--- config.mk ---
export PLATFORM = sky130hd
export DESIGN_NAME = lbe_ctrl
export DESIGN_NICKNAME = d
export VERILOG_FILES = /design/src/rtl/lbe_pkg.sv /design/src/rtl/lbe_ctrl.sv
export SDC_FILE = /design/constraint.sdc
export NUM_CORES = 1
export LEC_CHECK = 0
export ABC_AREA = 1
export BUFFER_PORTS_ARGS = -buffer_cell sky130_fd_sc_hd__buf_2
export CORE_MARGIN = 3
export CORE_UTILIZATION = 48
export CTS_CLUSTER_SIZE = 16
export DETAILED_ROUTE_END_ITERATION = 8
export PLACE_DENSITY = 0.8
export SYNTH_ARGS = -nofsm -noshare
export SYNTH_HDL_FRONTEND = slang
export SYNTH_SLANG_ARGS = --single-unit
--- constraint.sdc ---
create_clock -name clk -period 4.58 [get_ports clk]
set_clock_uncertainty 0.1 [all_clocks]
set_input_delay 0.458 -clock clk [delete_from_list [all_inputs] [get_ports clk]]
set_output_delay 0.458 -clock clk [all_outputs]
set_load 0.005 [all_outputs]
--- src/rtl/lbe_pkg.sv ---
// Package with shared constants, codes and control types for the Lagrange basis evaluator.
`default_nettype none
package lbe_pkg;
  localparam int MaxNodes = 16;
  localparam int FracBits = 28;
  localparam logic [4:0] NodeCountReset = 5'd2;
  localparam logic [30:0] StepHReset = 31'd1048576;

  localparam logic [1:0] ActLoad  = 2'd0;
  localparam logic [1:0] ActEval  = 2'd1;
  localparam logic [1:0] ActDeriv = 2'd2;

  localparam logic [1:0] StatOk  = 2'd0;
  localparam logic [1:0] StatSat = 2'd1;
  localparam logic [1:0] StatEq  = 2'd2;

  localparam logic [1:0] RegNodeCount  = 2'd0;
  localparam logic [1:0] RegBasisIndex = 2'd1;
  localparam logic [1:0] RegStepH      = 2'd2;

  // Commands from the controller to the datapath.
  typedef struct packed {
    logic start_item;   // latch x, clear flags
    logic start_point;  // set up abscissa for one evaluation pass
    logic [1:0] point;  // which shifted point (0:+2h 1:+h 2:-h 3:-2h, or x)
    logic use_shift;
    logic load_pair;    // set up divider for (pt - node_j) / (node_k - node_j)
    logic mul_step;     // apply factor to product
    logic acc_point;    // add weighted f to the difference sum
    logic start_final;  // set up final division
  } lbe_cmd_t;

  typedef struct packed {
    logic div_done;
    logic den_zero;
  } lbe_stat_t;
endpackage
`default_nettype wire

--- src/rtl/lbe_ctrl.sv ---
// Controller: sequences node loads, basis passes, derivative points and output handshake.
`default_nettype none
module lbe_ctrl #(
  parameter int MAX_NODES = lbe_pkg::MaxNodes,
  localparam int IdxW = $clog2(MAX_NODES)
) (
  input  wire logic              clk,
  input  wire logic              rst,
  input  wire logic              in_valid,
  output logic                   in_ready,
  input  wire logic [1:0]        action,
  input  wire logic [3:0]        node_slot,
  input  wire logic [4:0]        node_count,
  input  wire logic [3:0]        basis_index,
  input  wire lbe_pkg::lbe_stat_t stat,
  input  wire logic signed [31:0] dp_result,
  input  wire logic              dp_ovf,
  output lbe_pkg::lbe_cmd_t      cmd,
  output logic [IdxW-1:0]        j_idx,
  output logic [IdxW-1:0]        k_idx,
  output logic                   tbl_we,
  output logic                   out_valid,
  input  wire logic              out_ready,
  output logic signed [31:0]     basis_result,
  output logic [1:0]             status
);
  localparam int CntW = $clog2(MAX_NODES + 1);
  typedef enum logic [3:0] {
    S_IDLE, S_POINT, S_FETCH, S_CHECK, S_DIVW, S_MUL, S_NEXT, S_FINAL, S_FWAIT, S_DONE
  } state_t;

  state_t state;
  logic deriv, zero_res;
  logic [1:0] pidx;
  logic [CntW-1:0] n_eff, jc;
  logic [CntW-1:0] k_ext;
  logic accepted;
  logic pass_end;

  assign in_ready = (state == S_IDLE) && !out_valid;
  assign accepted = in_valid && in_ready;
  assign tbl_we = accepted && action == lbe_pkg::ActLoad
                  && 32'(node_slot) < 32'(MAX_NODES);
  assign k_ext = CntW'(basis_index);

  always_comb begin
    if (node_count < 5'd2) n_eff = CntW'(2);
    else if (32'(node_count) > 32'(MAX_NODES)) n_eff = CntW'(MAX_NODES);
    else n_eff = CntW'(node_count);
  end

  // With the basis index out of range a pass walks no nodes, but a derivative
  // still forms its shifted points, which may saturate.
  assign pass_end = (jc == n_eff) || zero_res;

  always_comb begin
    cmd = '0;
    cmd.point = pidx;
    cmd.use_shift = deriv;
    cmd.start_item = accepted;
    cmd.start_point = (state == S_POINT);
    cmd.load_pair = (state == S_CHECK) && !stat.den_zero;
    cmd.mul_step = (state == S_MUL);
    cmd.acc_point = (state == S_NEXT) && deriv && pass_end;
    cmd.start_final = (state == S_FINAL);
  end

  always_ff @(posedge clk) begin
    if (rst) begin
      state <= S_IDLE;
      out_valid <= 1'b0;
      deriv <= 1'b0;
      pidx <= '0;
      jc <= '0;
      zero_res <= 1'b0;
    end else begin
      if (out_valid && out_ready) out_valid <= 1'b0;
      unique case (state)
        S_IDLE: begin
          if (accepted && (action == lbe_pkg::ActEval || action == lbe_pkg::ActDeriv)) begin
            deriv <= (action == lbe_pkg::ActDeriv);
            pidx <= '0;
            zero_res <= (k_ext >= n_eff);
            state <= S_POINT;
          end
        end
        S_POINT: begin
          jc <= '0;
          state <= S_NEXT;
        end
        S_NEXT: begin
          // Entered with jc as the next node to consider.
          if (pass_end) begin
            if (deriv && pidx != 2'd3) begin
              pidx <= pidx + 2'd1;
              state <= S_POINT;
            end else state <= deriv ? S_FINAL : S_DONE;
          end else if (jc == k_ext) jc <= jc + 1'b1;
          else begin
            j_idx <= jc[IdxW-1:0];
            state <= S_FETCH;
          end
        end
        S_FETCH: state <= S_CHECK;
        S_CHECK: begin
          if (stat.den_zero) begin
            basis_result <= '0;
            status <= lbe_pkg::StatEq;
            out_valid <= 1'b1;
            state <= S_IDLE;
          end else state <= S_DIVW;
        end
        S_DIVW: if (stat.div_done) state <= S_MUL;
        S_MUL: begin
          jc <= jc + 1'b1;
          state <= S_NEXT;
        end
        S_FINAL: state <= S_FWAIT;
        S_FWAIT: if (stat.div_done) state <= S_DONE;
        S_DONE: begin
          basis_result <= zero_res ? 32'sd0 : dp_result;
          status <= dp_ovf ? lbe_pkg::StatSat : lbe_pkg::StatOk;
          out_valid <= 1'b1;
          state <= S_IDLE;
        end
        default: state <= S_IDLE;
      endcase
    end
  end

  assign k_idx = basis_index[IdxW-1:0];
endmodule
`default_nettype wire

# Word level (Yosys, flattened, before mapping)

Index checks and enable logic that the tools add are counted.
Widths: inputs -> output; s select.

Flip-flop bits (word level): 52
Bits in latches: 0
RAM bits: 0
Bits in read-only memories: 0
Input bits: 54
Output and inout bits: 54
Logic and storage cells: 92
Memories: 0

Add/subtract/negate cells: 2
$mul: 0
Div/mod/pow operators: 0
Magnitude comparators: 3
Equal/unequal tests: 23
Shift operators: 0
Mux-type cells: 27
Bitwise operators: 3
Reductions and logical operators: 25

Operators by type and width:

| cell                | number |
|---|---|
| $mux 32             | 2 |
| $pmux 32 s2         | 1 |
| $pmux 4 s8          | 1 |
| $mux 4              | 7 |
| $mux 5              | 4 |
| $eq 4x3->1 const B  | 4 |
| $pmux 5 s3          | 1 |
| $ne 2x2->1 const B  | 6 |
| $reduce_and 4->1    | 3 |
| $logic_and 1x1->1   | 9 |
| $eq 4x2->1 const B  | 2 |
| $eq 4x4->1 const B  | 2 |
| $mux 2              | 4 |
| $pmux 2 s2          | 2 |
| $ne 2x1->1 const B  | 3 |
| $reduce_and 3->1    | 2 |
| $add 5x1->5 const B | 1 |
| $eq 5x4->1          | 1 |
| $eq 5x5->1          | 1 |
| $ge 4x5->1          | 1 |
| $gt 5x5->1 const B  | 1 |
| $lt 5x2->1 const B  | 1 |
| $eq 4x1->1 const B  | 1 |
| $logic_not 4->1     | 1 |
| other kinds (15)    | 22 |

# Longest topological paths before layout

Depth in word-level cells: 7
Gate-level depth with buffers: 13
Mapped depth without buffers: 13

# Least setup slack after synthesis

OpenSTA, ideal clock, no wires.

Path type: register to register
From: register state[0]
To: register basis_result[0] (enable)
Library setup time: 0.477 ns
Arrival time: 3.324 ns
Data required time: 4.003 ns
Setup slack: 0.679 ns
Cell stages (with the launch flop): 5
Path buffers: 0
Clock period less this slack: 3.901 ns
Cells stage by stage: dfxtp_1 inv_2 nor2_1 nand2_1 a211oi_1

Longest elaborated chain between the ends: 3
Elaborated cells on any way between the ends: 5
Those cells by class: eq/ne (3); reduce/logical (2)

RTL lines:

| item                                                             | RTL line        | RTL |
|---|---|---|
| start, declared                                                  | lbe_ctrl.sv:32  | `state_t state;` |
| start signal, assigned                                           | lbe_ctrl.sv:97  | `end else state <= deriv ? S_FINAL : S_DONE;` |
| $eq 4x2->1 / $eq 4x4->1 (equally long branches)                  | lbe_ctrl.sv:78  | `unique case (state)` |
| $ne 2x2->1 (no line) / $reduce_bool 2->1 (equally long branches) | n/a             |  |
| $reduce_and 3->1 (no line) (*)                                   | n/a             |  |
| end signal, assigned                                             | lbe_ctrl.sv:121 | `basis_result <= zero_res ? 32'sd0 : dp_result;` |
| end, declared                                                    | lbe_ctrl.sv:24  | `output logic signed [31:0] basis_result,` |

Every way passes the cells marked *; elsewhere a longest branch is shown, timed or not.
A chain may end at the register's enable or synchronous reset.

==> reports/summary.txt <==
CLOCKING
-------------------------------------------------------------------------------------
TritonCTS clock tree                                                              yes
Clock latency on the worst-skew pair                                          0.30 ns
Count of buffers added by post-CTS timing repair for setup                          0
Number of instances resized during post-cts repair                                  0
Deepest clock path buffer count                                                     2
Clock-pin slew of the registers on the worst-case setup and hold paths        0.10 ns
Maximum level of the CTS H-tree                                                     2
Clock net sink count                                                               52
Buffer cell driving the clock tree root                                  sky130_fd_sc_hd__clkbuf_8
Cts hold-fix bufs                                                                   0
Number of buffers created by CTS                                                    5

POWER
-------------------------------------------------------------------------------------
Post-layout power                                                           0.00125 W
Clock group share of total power                                                25.2%
Power spent charging and discharging nets                                  0.000411 W
Pleak                                                                         1.66 nW
Power density over cell area                                              376 nW/um^2
Worst VDD drop                                                             0.000243 V
Sequential Power Share                                                          45.6%
Internal power of the cells                                                0.000838 W
Share of power burned in combinational logic                                    29.2%
Fraction of power spent switching nets                                          32.9%

FINAL LAYOUT
-------------------------------------------------------------------------------------
Number of diodes                                                                    0
Share of final-layout standard cells stronger than drive strength 1             31.1%
Register area                                                               1420 um^2
Cell area after layout                                                      3320 um^2
Share of the core filled with cells                                             63.4%
Area taken by multi-input logic gates                                        921 um^2
Number of filler cells placed in the layout                                       455
Count of nets after finishing                                                     472
Growth of design area from synthesis to finish                                  25.4%

FLOORPLAN
-------------------------------------------------------------------------------------
Initial core utilization                                                        50.6%
Die height                                                                    80.3 um
Row count                                                                          26
Area of the die                                                             6450 um^2
Die W                                                                         80.3 um
I/O pin count                                                                     108
Core area                                                                   5240 um^2

LOGIC SYNTHESIS
-------------------------------------------------------------------------------------
Complex-gate fraction of the synthesized area                                   6.19%
Area share of xor/xnor cells in the synthesized design                          1.32%
Mux share of post-synthesis cell area                                              0%
Area leader, netlist                                                     sky130_fd_sc_hd__edfxtp_1
Main combinational cell family by area after synthesis                   simple AND/OR/NAND/NOR gates
Top_reg_cell synth                                                       sky130_fd_sc_hd__edfxtp_1
Number of enable-type register cells in the synthesized netlist                    38
Top cells by area, synth                                                 sky130_fd_sc_hd__edfxtp_1, sky130_fd_sc_hd__dfxtp_1, sky130_fd_sc_hd__inv_1
Mapped Avg Cell Area                                                        8.55 um^2
Synthesized area                                                            2650 um^2
Number of distinct library cells after synthesis                                   31
Syn_nets                                                                          372
Share of flip-flops with an asynchronous set or reset                              0%
Seq/Total Area, Yosys                                                           53.6%
Top post-synthesis cells by count                                        sky130_fd_sc_hd__inv_1, sky130_fd_sc_hd__nor2_1, sky130_fd_sc_hd__nand2_1, sky130_fd_sc_hd__edfxtp_1, sky130_fd_sc_hd__nand3_1
Number of synthesized register bits                                                52
Synth Area in Simple Gates                                                      23.0%
Synthesized netlist cell count                                                    310
Total number of yosys warnings                                                      0
Adder-cell share of the synthesized area                                        3.78%
Post-synth top area share                                                       43.1%

STA
-------------------------------------------------------------------------------------
Final worst path period need                                                  2.23 ns
Setup Viol. Count Final                                                             0
Post-route clock period utilization                                             48.6%
Relative slew slack                                                             23.5%
Setup repair after global routing missed its margin                                no
Number of max-slew violations in the final report                                   0
Final Hold Fails                                                                    0
Worst path setup slack after routing                                          2.35 ns
Upper clock frequency limit                                                   449 MHz
Transition time of the tightest slew-check pin                                1.14 ns
Aggregate negative setup slack                                                   0 ns

PLACE
-------------------------------------------------------------------------------------
Placed wire-length estimate                                                   4.44 mm
Placement-stage cell area                                                   3210 um^2
Last weighted congestion value of the routability-driven placer                 0.829
Pre-CTS WS                                                                    2.11 ns
Port Buffers                                                                      103

GRT
-------------------------------------------------------------------------------------
Wire length of the first global-routing pass                                  8.76 mm
Pin count of the biggest net entering global routing                               35
Number of antenna violations at the first check in global routing                   0
GRT overflow                                                                        0
Gr usage total                                                                  17.3%
Vias in the first global route                                                   1971

DETAILED ROUTING
-------------------------------------------------------------------------------------
DR iter-0 viols                                                                   107
Vias                                                                             2243
ANT nets after route                                                                0
Post-DR vias/cell                                                                4.66
Routed len/inst                                                               11.8 um
First-pass iteration count of the detailed router                                   4
Wire length reported by the detailed router                                   5.66 mm
DRC violation count after routing                                                   0

HOLD PATH
-------------------------------------------------------------------------------------
Worst hold path type                                                        in -> reg

CRITICAL PATH
-------------------------------------------------------------------------------------
Required time at the endpoint of the critical path                            4.02 ns
Highest fanout seen on the critical path                                            4
Class of the most critical setup path                                      reg -> out
Arrival time at the worst endpoint                                            1.67 ns
Startpoint types                                                            flip-flop
Endpoint kind of the worst setup timing path                             primary output

FLOW RUN
-------------------------------------------------------------------------------------
Max-cap violations                                                                  0

OUTCOME
-------------------------------------------------------------------------------------
Result of the run                                                        finished clean

[per-stage QoR]
| stage | instances | hold WS (ns) |
|---|---|---|
| finish | 481 | 0.323 |
| floorplan | 310 | 0.303 |
| global route | 481 | 0.346 |
| CTS | 481 | 0.316 |
| detailed placement | 473 | 0.378 |
| global placement | 473 | 0.373 |
[power groups by stage]
stage / clock (W) / combinational, W / sequential, W
global placement: 0 / 0.000353 / 0.000578
detailed placement: 0 / 0.000360 / 0.000580
CTS: 0.000324 / 0.000364 / 0.000569
finish: 0.000315 / 0.000365 / 0.000569
floorplan: 0 / 0.000265 / 0.000576
global route: 0.000337 / 0.000410 / 0.000574
[path summary, 6_finish.rpt]
path                  start                to  slack (ns)  depth (start not counted)
setup reg to reg   state[0]  basis_result[25]        2.40                          4
hold / removal    out_ready         out_valid        0.32                          4
hold reg to reg     pidx[1]           pidx[1]        0.39                          2
setup / recovery   state[2]            cmd[3]        2.35                          6
[cell usage in the layout, fill, tap and decap left out, drive strengths merged]
cell type / netlist / routed
ha: 8 / 8
inv: 68 / 69
clkbuf: 4 / 5
xor2: 3 / 3
nor2: 69 / 69
o211ai: 1 / 1
or2: 1 / 1
o211a: 1 / 1
nand4: 1 / 1
xnor2: 1 / 1
nor3: 5 / 5
a21oi: 14 / 14
o21bai: 1 / 1
clkinvlp: 0 / 1
o22ai: 1 / 1
nand3: 15 / 15
a22o: 1 / 1
edfxtp: 38 / 38
dfxtp: 14 / 14
buf: 7 / 104
o21ai: 7 / 7
nand2: 47 / 47
nand3b: 1 / 1
bufinv: 0 / 1
a211oi: 2 / 2
[logic make-up after synthesis]
group	after synthesis
and+or+nand+nor	139
AOI/OAI and AO/OA	28
buffers and inverters	79
xor gates and xnor gates	4
DFF	52
adders and majority gates	8
[layout make-up]
cell class | instances | share of cell area (%)
Clock buffer | 5 | 2.07
Clock inverter | 3 | 1.39
Inverter | 68 | 7.68
Multi-Input combinational cell | 179 | 27.7
Sequential cell | 52 | 42.8
Tap cell | 70 | 2.64
Timing Repair Buffer | 104 | 15.7
[critical path: stages (launching register included)]
cell,delay (ns)
sky130_fd_sc_hd__dfxtp_1,0.36
sky130_fd_sc_hd__nor2_2,0.13
sky130_fd_sc_hd__inv_1,0.10
sky130_fd_sc_hd__nor3_1,0.19
sky130_fd_sc_hd__inv_1,0.12
sky130_fd_sc_hd__nor2_1,0.28
sky130_fd_sc_hd__buf_2,0.19
[layer usage]
metal	GRT usage, %	up-vias	part of all wire (%)
met5	0	-	0
met4	5.91	0	1.5
met3	2.69	7	7.3
met2	30.0	89	49
met1	22.0	984	43
li1	-	1163	-
[state kept, by name, indices dropped and copies added, names as in the netlist]
register,count
state,4
deriv,1
out_valid,1
basis_result,32
pidx,2
j_idx,4
status,2
jc,5
zero_res,1
No activity file was read; power rests on OpenSTA's default activity.
