### src/rtl/lbe_pkg.sv
// Package with shared constants, codes and control types for the Lagrange basis evaluator.
`default_nettype none
package lbe_pkg;
  localparam int MaxNodes = 16;
  localparam int FracBits = 28;
  localparam logic [4:0] NodeCountReset = 5'd2;
  localparam logic [30:0] StepHReset = 31'd1048576;

  localparam logic [1:0] ActLoad  = 2'd0;
  localparam logic [1:0] ActEval  = 2'd1;
  localparam logic [1:0] ActDeriv = 2'd2;

  localparam logic [1:0] StatOk  = 2'd0;
  localparam logic [1:0] StatSat = 2'd1;
  localparam logic [1:0] StatEq  = 2'd2;

  localparam logic [1:0] RegNodeCount  = 2'd0;
  localparam logic [1:0] RegBasisIndex = 2'd1;
  localparam logic [1:0] RegStepH      = 2'd2;

  // Commands from the controller to the datapath.
  typedef struct packed {
    logic start_item;   // latch x, clear flags
    logic start_point;  // set up abscissa for one evaluation pass
    logic [1:0] point;  // which shifted point (0:+2h 1:+h 2:-h 3:-2h, or x)
    logic use_shift;
    logic load_pair;    // set up divider for (pt - node_j) / (node_k - node_j)
    logic mul_step;     // apply factor to product
    logic acc_point;    // add weighted f to the difference sum
    logic start_final;  // set up final division
  } lbe_cmd_t;

  typedef struct packed {
    logic div_done;
    logic den_zero;
  } lbe_stat_t;
endpackage
`default_nettype wire

### src/rtl/lbe_div.sv
// Restoring divider: num * 2^FracBits / den with a cap, one quotient bit per cycle.
`default_nettype none
module lbe_div #(
  parameter int FRAC_BITS = lbe_pkg::FracBits
) (
  input  wire logic        clk,
  input  wire logic        rst,
  input  wire logic        start,
  input  wire logic [35:0] num,
  input  wire logic [34:0] den,
  output logic [40:0]      quot,
  output logic             done
);
  localparam int NumW = 36;
  localparam int Steps = NumW + FRAC_BITS;
  localparam int CntW = $clog2(Steps + 1);
  localparam logic [40:0] Cap = 41'h100_0000_0000;

  logic [NumW-1:0] nsh;
  logic [35:0] rem;
  logic [34:0] dreg;
  logic [40:0] q;
  logic capped;
  logic [CntW-1:0] cnt;
  logic busy;
  logic [35:0] rtry;
  logic [41:0] qn;

  always_comb begin
    rtry = {rem[34:0], nsh[NumW-1]};
    qn = {q, 1'b0};
    if (rtry >= {1'b0, dreg}) begin
      rtry = rtry - {1'b0, dreg};
      qn[0] = 1'b1;
    end
  end

  always_ff @(posedge clk) begin
    if (rst) begin
      busy <= 1'b0;
      done <= 1'b0;
    end else begin
      done <= 1'b0;
      if (start) begin
        busy <= 1'b1;
        nsh <= num;
        rem <= '0;
        dreg <= den;
        q <= '0;
        capped <= 1'b0;
        cnt <= '0;
      end else if (busy) begin
        nsh <= {nsh[NumW-2:0], 1'b0};
        rem <= rtry;
        if (qn > {1'b0, Cap}) capped <= 1'b1;
        q <= qn[40:0];
        cnt <= cnt + 1'b1;
        if (cnt == CntW'(Steps - 1)) begin
          busy <= 1'b0;
          done <= 1'b1;
        end
      end
    end
  end

  // The quotient only grows, so once past the cap it stays capped.
  assign quot = capped ? Cap : ((q > Cap) ? Cap : q);
endmodule
`default_nettype wire

### src/rtl/lbe_datapath.sv
// Datapath: node table, shifted abscissa, factor divider, product and difference sum.
`default_nettype none
module lbe_datapath #(
  parameter int MAX_NODES = lbe_pkg::MaxNodes,
  parameter int FRAC_BITS = lbe_pkg::FracBits,
  localparam int IdxW = $clog2(MAX_NODES)
) (
  input  wire logic               clk,
  input  wire logic               rst,
  input  wire lbe_pkg::lbe_cmd_t  cmd,
  input  wire logic [IdxW-1:0]    j_idx,
  input  wire logic [IdxW-1:0]    k_idx,
  input  wire logic               tbl_we,
  input  wire logic [IdxW-1:0]    tbl_addr,
  input  wire logic signed [31:0] tbl_data,
  input  wire logic signed [31:0] x_in,
  input  wire logic [30:0]        step_h,
  output lbe_pkg::lbe_stat_t      stat,
  output logic signed [31:0]      result,
  output logic                    ovf
);
  localparam logic signed [63:0] One = 64'sd1 <<< FRAC_BITS;
  localparam logic signed [63:0] SMax = 64'sd2147483647;
  localparam logic signed [63:0] SMin = -64'sd2147483648;

  logic signed [31:0] node_mem [MAX_NODES];
  logic signed [31:0] node_j, node_k;
  logic signed [31:0] x_reg, pt;
  logic signed [31:0] prod;
  logic signed [40:0] sum;
  logic div_start;
  logic [35:0] div_num;
  logic [34:0] div_den;
  logic [40:0] quot;
  logic div_done;
  logic final_phase;
  logic signed [31:0] fac;
  logic fac_neg;

  logic [31:0] h1;
  logic signed [33:0] ptw;
  logic signed [33:0] numw, denw;
  logic [63:0] pm;
  logic signed [41:0] qs;

  always_ff @(posedge clk) begin
    if (tbl_we) node_mem[tbl_addr] <= tbl_data;
    node_j <= node_mem[j_idx];
    node_k <= node_mem[k_idx];
  end

  assign h1 = (step_h == '0) ? 32'd1 : {1'b0, step_h};

  always_comb begin
    unique case (cmd.point)
      2'd0: ptw = 34'(x_reg) + 34'({h1, 1'b0});
      2'd1: ptw = 34'(x_reg) + 34'(h1);
      2'd2: ptw = 34'(x_reg) - 34'(h1);
      default: ptw = 34'(x_reg) - 34'({h1, 1'b0});
    endcase
    if (!cmd.use_shift) ptw = 34'(x_reg);
    numw = 34'(pt) - 34'(node_j);
    denw = 34'(node_k) - 34'(node_j);
    pm = 64'(prod[31] ? -64'(prod) : 64'(prod)) * 64'(fac[31] ? -64'(fac) : 64'(fac));
    qs = fac_neg ? -42'(quot) : 42'(quot);
  end

  assign stat.den_zero = (denw == '0);
  assign stat.div_done = div_done;

  lbe_div #(.FRAC_BITS(FRAC_BITS)) u_div (
    .clk(clk), .rst(rst), .start(div_start), .num(div_num), .den(div_den),
    .quot(quot), .done(div_done)
  );

  logic signed [63:0] pv;
  always_comb begin
    pv = 64'(pm >> FRAC_BITS);
    if (prod[31] != fac[31]) pv = -pv;
  end

  always_ff @(posedge clk) begin
    div_start <= 1'b0;
    if (cmd.start_item) begin
      x_reg <= x_in;
      ovf <= 1'b0;
      sum <= '0;
    end
    if (cmd.start_point) begin
      prod <= 32'(One);
      final_phase <= 1'b0;
      if (64'(ptw) > SMax) begin pt <= 32'(SMax); ovf <= 1'b1; end
      else if (64'(ptw) < SMin) begin pt <= 32'(SMin); ovf <= 1'b1; end
      else pt <= ptw[31:0];
    end
    if (cmd.load_pair) begin
      div_start <= 1'b1;
      div_num <= numw[33] ? 36'(-numw) : 36'(numw);
      div_den <= 35'(denw[33] ? -denw : denw);
      fac_neg <= numw[33] != denw[33];
    end
    if (div_done && !final_phase) begin
      if (qs > 42'(SMax)) begin fac <= 32'(SMax); ovf <= 1'b1; end
      else if (qs < 42'(SMin)) begin fac <= 32'(SMin); ovf <= 1'b1; end
      else fac <= qs[31:0];
    end
    if (cmd.mul_step) begin
      if (pv > SMax) begin prod <= 32'(SMax); ovf <= 1'b1; end
      else if (pv < SMin) begin prod <= 32'(SMin); ovf <= 1'b1; end
      else prod <= pv[31:0];
    end
    if (cmd.acc_point) begin
      unique case (cmd.point)
        2'd0: sum <= sum - 41'(prod);
        2'd1: sum <= sum + (41'(prod) <<< 3);
        2'd2: sum <= sum - (41'(prod) <<< 3);
        default: sum <= sum + 41'(prod);
      endcase
    end
    if (cmd.start_final) begin
      final_phase <= 1'b1;
      div_start <= 1'b1;
      div_num <= 36'(sum[40] ? -sum : sum);
      div_den <= 35'(h1) * 35'd12;
      fac_neg <= sum[40];
    end
    if (div_done && final_phase) begin
      if (qs > 42'(SMax)) begin prod <= 32'(SMax); ovf <= 1'b1; end
      else if (qs < 42'(SMin)) begin prod <= 32'(SMin); ovf <= 1'b1; end
      else prod <= qs[31:0];
    end
    if (rst) final_phase <= 1'b0;
  end

  assign result = prod;
endmodule
`default_nettype wire

### config.mk
export PLATFORM = sky130hd
export DESIGN_NAME = lbe_datapath
export DESIGN_NICKNAME = d
export VERILOG_FILES = /design/src/rtl/lbe_pkg.sv /design/src/rtl/lbe_div.sv /design/src/rtl/lbe_datapath.sv
export SDC_FILE = /design/constraint.sdc
export NUM_CORES = 2
export LEC_CHECK = 0
export BUFFER_PORTS_ARGS = -buffer_cell sky130_fd_sc_hd__buf_2
export CAP_MARGIN = 20
export CORE_MARGIN = 2
export CORE_UTILIZATION = 35
export CTS_BUF_LIST = sky130_fd_sc_hd__clkbuf_16
export DETAILED_ROUTE_END_ITERATION = 16
export GPL_TIMING_DRIVEN = 1
export PLACE_DENSITY = 0.5
export RECOVER_POWER = 50
export SLEW_MARGIN = 10
export SYNTH_ARGS = -nofsm -noshare
export SYNTH_HDL_FRONTEND = slang
export SYNTH_SLANG_ARGS = --single-unit
### constraint.sdc
create_clock -name clk -period 15.1 [get_ports clk]
set_input_delay 3.02 -clock clk [delete_from_list [all_inputs] [get_ports clk]]
set_output_delay 3.02 -clock clk [all_outputs]
set_load 0.02 [all_outputs]
Word level (Yosys, flattened, before mapping)

Memories as Yosys holds them, arrays and structs flattened. A register that Yosys moved wholly into a read port is not among the register bits.
Index checks and enable logic that the tools add are counted.
Widths: inputs -> output; s select.

Register bits after elaboration: 401
Bits in latches: 0
Memory bits (writable): 512
Bits in read-only memories: 0
Input bits: 119
Word-level logic and storage cells: 134
Memories kept: 1

Memories:

| memory   | depth | bits a word | read ports | clocked after Yosys merged registers in | write ports | line               | RTL |
|---|---|---|---|---|---|---|---|
| node_mem | 16    | 32          | 2          | 2                                       | 1           | lbe_datapath.sv:26 | `logic signed [31:0] node_mem [MAX_NODES];` |

Add/subtract/negate cells: 19
Multipliers: 2
Div/mod/pow operators: 0
Magnitude comparators: 9
Equality and inequality tests: 5
Shift-type cells: 0
Mux-type cells: 60
Bitwise operators: 2
Reductions and logical operators: 16

Operator list:

| cell                 | count |
|---|---|
| $mux 32              | 8 |
| $mux 36              | 6 |
| $mux 41              | 5 |
| $mux 64              | 3 |
| $mux 35              | 5 |
| $neg 32->64          | 2 |
| $pmux 41 s3          | 1 |
| $pmux 34 s3          | 1 |
| $sub 32x32->33       | 3 |
| $gt 64x32->1 const B | 1 |
| $lt 64x32->1 const B | 1 |
| $mul 64x64->64       | 1 |
| $neg 36->64          | 1 |
| $gt 42x32->1 const B | 1 |
| $gt 42x41->1 const B | 1 |
| $lt 42x32->1 const B | 1 |
| $mux 42              | 1 |
| $neg 41->42          | 1 |
| $add 41x32->41       | 1 |
| $add 41x35->41       | 1 |
| $gt 41x41->1 const B | 1 |
| $sub 41x32->41       | 1 |
| $sub 41x35->41       | 1 |
| $ge 36x35->1         | 1 |
| 30 further kinds     | 64 |

Depth between registers and ports, before layout

Depth in word-level cells: 18
Depth in mapped cells: 53
Mapped depth without buffers: 48

By module

A second synthesis with hierarchy kept.

Cell total of the unflattened synthesis: 11,547
Area, all modules: 121,187.5 µm²

By module, submodules not included:

| module       | instances | cells an instance | area an instance (µm²) | seq. area each (µm²) |
|---|---|---|---|---|
| lbe_datapath | 1         | 10,823            | 112,708.1              | 23,933.0 |
| lbe_div      | 1         | 724               | 8,479.4                | 4,694.5 |

Worst setup path after synthesis

Ideal clock, no wire load.

Path type: register to register
Start point: register prod[0], in the netlist result[0]
End point: register prod[19], in the netlist result[19], data pin
Setup time: 0.263 ns
Data arrival time: 13.879 ns
Path slack: 0.958 ns
Cell stages (with the launch flop): 50
Cell sequence: edfxtp_1 > clkinv_1 > clkbuf_1 > ha_1 > nand2_1 > or3_1 > or3_1 > or3_1 > or3_1 > or3_1 > nor3_1 > nor3b_1 > nand2_1 > nor3_1 > ha_1 > clkbuf_1 > inv_1 > clkbuf_1 > (+14 left out) > inv_1 > ha_1 > clkbuf_1 > a21o_1 > a21o_1 > a221oi_1 > a21boi_0 > xnor2_1 > or4_4 > nor4_4 > a41oi_1 > xor2_1 > nor3_1 > o211ai_1 > nand3_2 > buf_6 > buf_6 > o211ai_2

Word-level cells in the longest chain between the ends: 10
Elaborated cells on any way between the ends: 11
Classes of those cells: add/sub: 2; mul: 1; order compare: 2; mux: 6

RTL lines:

| what                   | line                | RTL |
|---|---|---|
| from (decl)            | lbe_datapath.sv:29  | `logic signed [31:0] prod;` |
| from (signal assigned) | lbe_datapath.sv:90  | `prod <= 32'(One);` |
| from (signal assigned) | lbe_datapath.sv:110 | `else prod <= pv[31:0];` |
| from (signal assigned) | lbe_datapath.sv:130 | `else prod <= qs[31:0];` |
| $neg 32->64            | lbe_datapath.sv:64  | `pm = 64'(prod[31] ? -64'(prod) : 64'(prod)) * 64'(fac[31] ? -64'(fac) : 64'(fac));` |
| $mux 64 *              | lbe_datapath.sv:64  |  |
| $mul 64x64->64 *       | lbe_datapath.sv:64  |  |
| $neg 36->64            | lbe_datapath.sv:79  | `if (prod[31] != fac[31]) pv = -pv;` |
| $mux 64 *              | lbe_datapath.sv:79  |  |
| $lt 64x32->1           | lbe_datapath.sv:109 | `else if (pv < SMin) begin prod <= 32'(SMin); ovf <= 1'b1; end` |
| $mux 32                | lbe_datapath.sv:109 |  |
| $mux 32 *              | lbe_datapath.sv:108 | `if (pv > SMax) begin prod <= 32'(SMax); ovf <= 1'b1; end` |
| $mux 32 *              | lbe_datapath.sv:107 | `if (cmd.mul_step) begin` |
| $mux 32 *              | lbe_datapath.sv:127 | `if (div_done && final_phase) begin` |

Every way passes the cells marked *; elsewhere a longest branch is shown, timed or not.
A chain may end at the register's enable or synchronous reset.

Worst setup path in the final report

Start point: register prod[0], in the netlist result[0]
End point: register prod[18], in the netlist result[18], data pin

The elaborated chain is that of the path after synthesis.

==> flow_summary.json <==
{
  "finalClockSkew_ps": 68.69,
  "multi_input_area_sq_um": 85910,
  "arrival_ps": 14840,
  "rows": 215,
  "globalplace.congestion": 0.9684,
  "floorplan.initialDensity_pct": 35.19,
  "synth_mux_area_share_pct": 6.826,
  "cts_buffers": 102,
  "slowest_stage": "xor2_2",
  "ys_seq_area_share_pct": 23.72,
  "drt_iter0_drc": 5751,
  "die_area_sq_um": 349500,
  "coreArea_sq_um": 343000,
  "tightest_slew_ps": 4400,
  "setup_violations": 0,
  "yosys.area.top_type": "fa_1",
  "synth-main-ff-cell": "edfxtp_1",
  "crit_top_cell": "fa_1",
  "worstPathMaxFanout": 29,
  "finalHoldViolCount": 0,
  "status": "finished, violations left",
  "die_h_microns": 591.2,
  "syn_area_sq_um": 120700,
  "fp.dieW_microns": 591.2,
  "syn_avg_cell_area_sq_um": 10.50,
  "rsz0062_at_grt": "no",
  "yosys-top-cells-area": "fa_1 31%, edfxtp_1 23%, ha_1 7.5%",
  "async_flop_share_pct": 0,
  "yosys.area_share.xor_xnor_pct": 4.915,
  "yosys.area_share.simple_pct": 10.48,
  "htreeDepth": 3,
  "cp-start-kind": "flop",
  "max_freq_mhz": 69.44,
  "synth_compound_area_share_pct": 7.851,
  "ys_warn_count": 0,
  "area_growth_pct": 11.20,
  "globalRouteTotalUtil_pct": 21.92,
  "violations": "max-capacitance violations, max-slew violations",
  "vias_per_cell": 4.977,
  "clock_sinks": 977,
  "avgRoutedWirePerCell_microns": 22.27,
  "ant_nets": 0,
  "tns_ps": 0,
  "drcViolationCount": 0,
  "layout-drive-gt1-share_pct": 8.626,
  "clk_pin_slew_ps": 60,
  "overflow": 0,
  "ctsHoldBuffers": 0,
  "reg_top3": "node_mem x512, sum x41, u_div.q x41",
  "synth_top_family_by_area": "adder cells",
  "place_hpwl_mm": 295.1,
  "max_stage_delay_ps": 820,
  "clock_tree.root_cell": "clkbuf_16",
  "synth_fa_ha_area_share_pct": 38.00,
  "largest_reg_flops": 512,
  "slew_headroom_pct": -193.4,
  "routed_wirelength_mm": 376.2,
  "post-route-period-util_pct": 95.36,
  "grt_pass1_vias": 88270,
  "portBuffers": 153,
  "io_pins": 154,
  "n_fill_cell": 34170,
  "syn_inst": 11500,
  "min_period_ps": 14400,
  "hold_path_class": "flop to flop",
  "clock_latency_ps": 780,
  "drv_cap": 11,
  "cts_tree": "built",
  "cp.required_ps": 15550,
  "worst-setup-path-type": "flop to flop",
  "cts_max_path_buffers": 3,
  "synth-seq-cells": 977,
  "finalNetCount": 14930,
  "ff_latch_area_sq_um": 28630,
  "endpoint_kind": "flop",
  "grt_pass1_wl_mm": 572.3,
  "ys_types": 98,
  "synth_top_cell_area_share_pct": 30.54,
  "dr_total_vias": 84090,
  "drtPass1Iterations": 6,
  "grt_max_degree": 77,
  "largest_register": "node_mem",
  "slew_viol_final": 496,
  "antenna_found_initial": 19,
  "synth_edf_count": 906
}
==> final cells by class <==
type | count | area share (%)
clock buffer | 103 | 1.920
inverter | 2104 | 5.884
sequential | 977 | 21.33
clock inverter | 89 | 0.5174
multi-input combinational | 8648 | 64.02
antenna | 3 | 0.005594
timing repair buffer | 414 | 2.078
tap | 4557 | 4.248
==> cells by family after synthesis <==
group | Yosys count
AND/OR/NAND/NOR | 2799
buffers and inverters | 2620
adder cells (fa/ha/maj) | 2561
AO/OA/AOI/OAI | 1454
flip-flops | 977
XOR/XNOR | 668
multiplexers | 417
other | 2
==> placed cells by master, fill, tap and decap left out, types with 77 or more instances in the layout <==
| cell type | Yosys | layout |
|---|---|---|
| a21o_1 | 125 | 125 |
| a21oi_1 | 393 | 393 |
| and2_1 | 168 | 168 |
| buf_2 | 1 | 111 |
| buf_4 | 2 | 238 |
| clkbuf_16 | 0 | 103 |
| conb_1 | 2 | 749 |
| edfxtp_1 | 906 | 906 |
| fa_1 | 1841 | 1841 |
| ha_1 | 720 | 708 |
| inv_1 | 2100 | 2123 |
| mux4_2 | 320 | 320 |
| nand2_1 | 908 | 905 |
| nand3_1 | 90 | 90 |
| nor2_1 | 1014 | 1001 |
| nor2b_1 | 131 | 130 |
| nor3_1 | 127 | 120 |
| o21ai_0 | 309 | 309 |
| o31ai_1 | 77 | 77 |
| xnor2_1 | 441 | 408 |
| xor2_1 | 220 | 190 |
==> critical path, delay by kind of cell, from the launching register on <==
kind | cells | cell delay (ps)
adders and majority gates | 13 | 5740
and+or+nand+nor | 12 | 3730
buffers and inverters | 10 | 1030
DFF | 1 | 460
xor gates and xnor gates | 2 | 1010
AOI/OAI and AO/OA | 9 | 2050
==> through the flow <==
stage	utilization [%]	worst slack, ps	instance area [sq um]	std cells	hold WS [ps]
6_report	39.13	700.1	134200	16900	415.1
5_1_grt	39.13	9.052	134200	16890	414.6
4_1_cts	39.10	129.5	134100	16880	405.2
3_5_place_dp	38.15	194.0	130900	16690	404.5
3_3_place_gp	38.13	452.3	130800	16690	401.6
2_1_floorplan	-	958.0	123500	12250	400.3
==> synth_stat cells, types with 16 or more instances <==
master	instances
o211ai_1	36
xor2_1	220
and2_1	168
ha_1	720
a21boi_0	16
o21ai_0	309
clkbuf_1	460
nand4_1	35
o21a_1	71
nand2b_1	71
nor4_1	35
nor2_1	1014
o41ai_1	22
o31ai_1	77
or4_1	27
a21oi_1	393
or3_1	54
a211oi_1	57
buf_1	46
xnor2_1	441
o21bai_1	56
nor2b_1	131
or2_2	24
mux4_2	320
fa_1	1841
a31oi_1	49
edfxtp_1	906
and3_1	45
a221oi_1	18
mux2_2	40
dfxtp_1	71
inv_1	2100
o211ai_2	29
o22ai_1	39
nand3_1	90
nand2_1	908
mux2i_1	55
a21o_1	125
nor3_1	127
==> routing by layer <==
layer	wire length [microns]	global-route usage [%]	vias up
met2	177600	36.19	2273
li1	-	-	38210
met3	21370	3.124	438
met4	11460	5.968	8
met1	165700	30.10	43160
met5	54	0	-
==> worst paths after layout <==
| path | start | endpoint | slack, ps | depth (start not counted) |
|---|---|---|---|---|
| max reg2reg | result[0] | result[18] | 700 | 46 |
| min | div_den[15] | u_div.dreg[15] | 420 | 0 |
| min reg2reg | div_den[15] | u_div.dreg[15] | 420 | 0 |
| max | result[0] | result[18] | 700 | 46 |
==> what timing repair did <==
item,CTS,global route
resized for setup,0,26
endpoints found under the hold margin,0,0
setup buffers,0,5
setup endpoints to repair,0,33
Power is not shown: default switching activity piles up to over one toggle a cycle in this logic, so the estimate is an artifact.
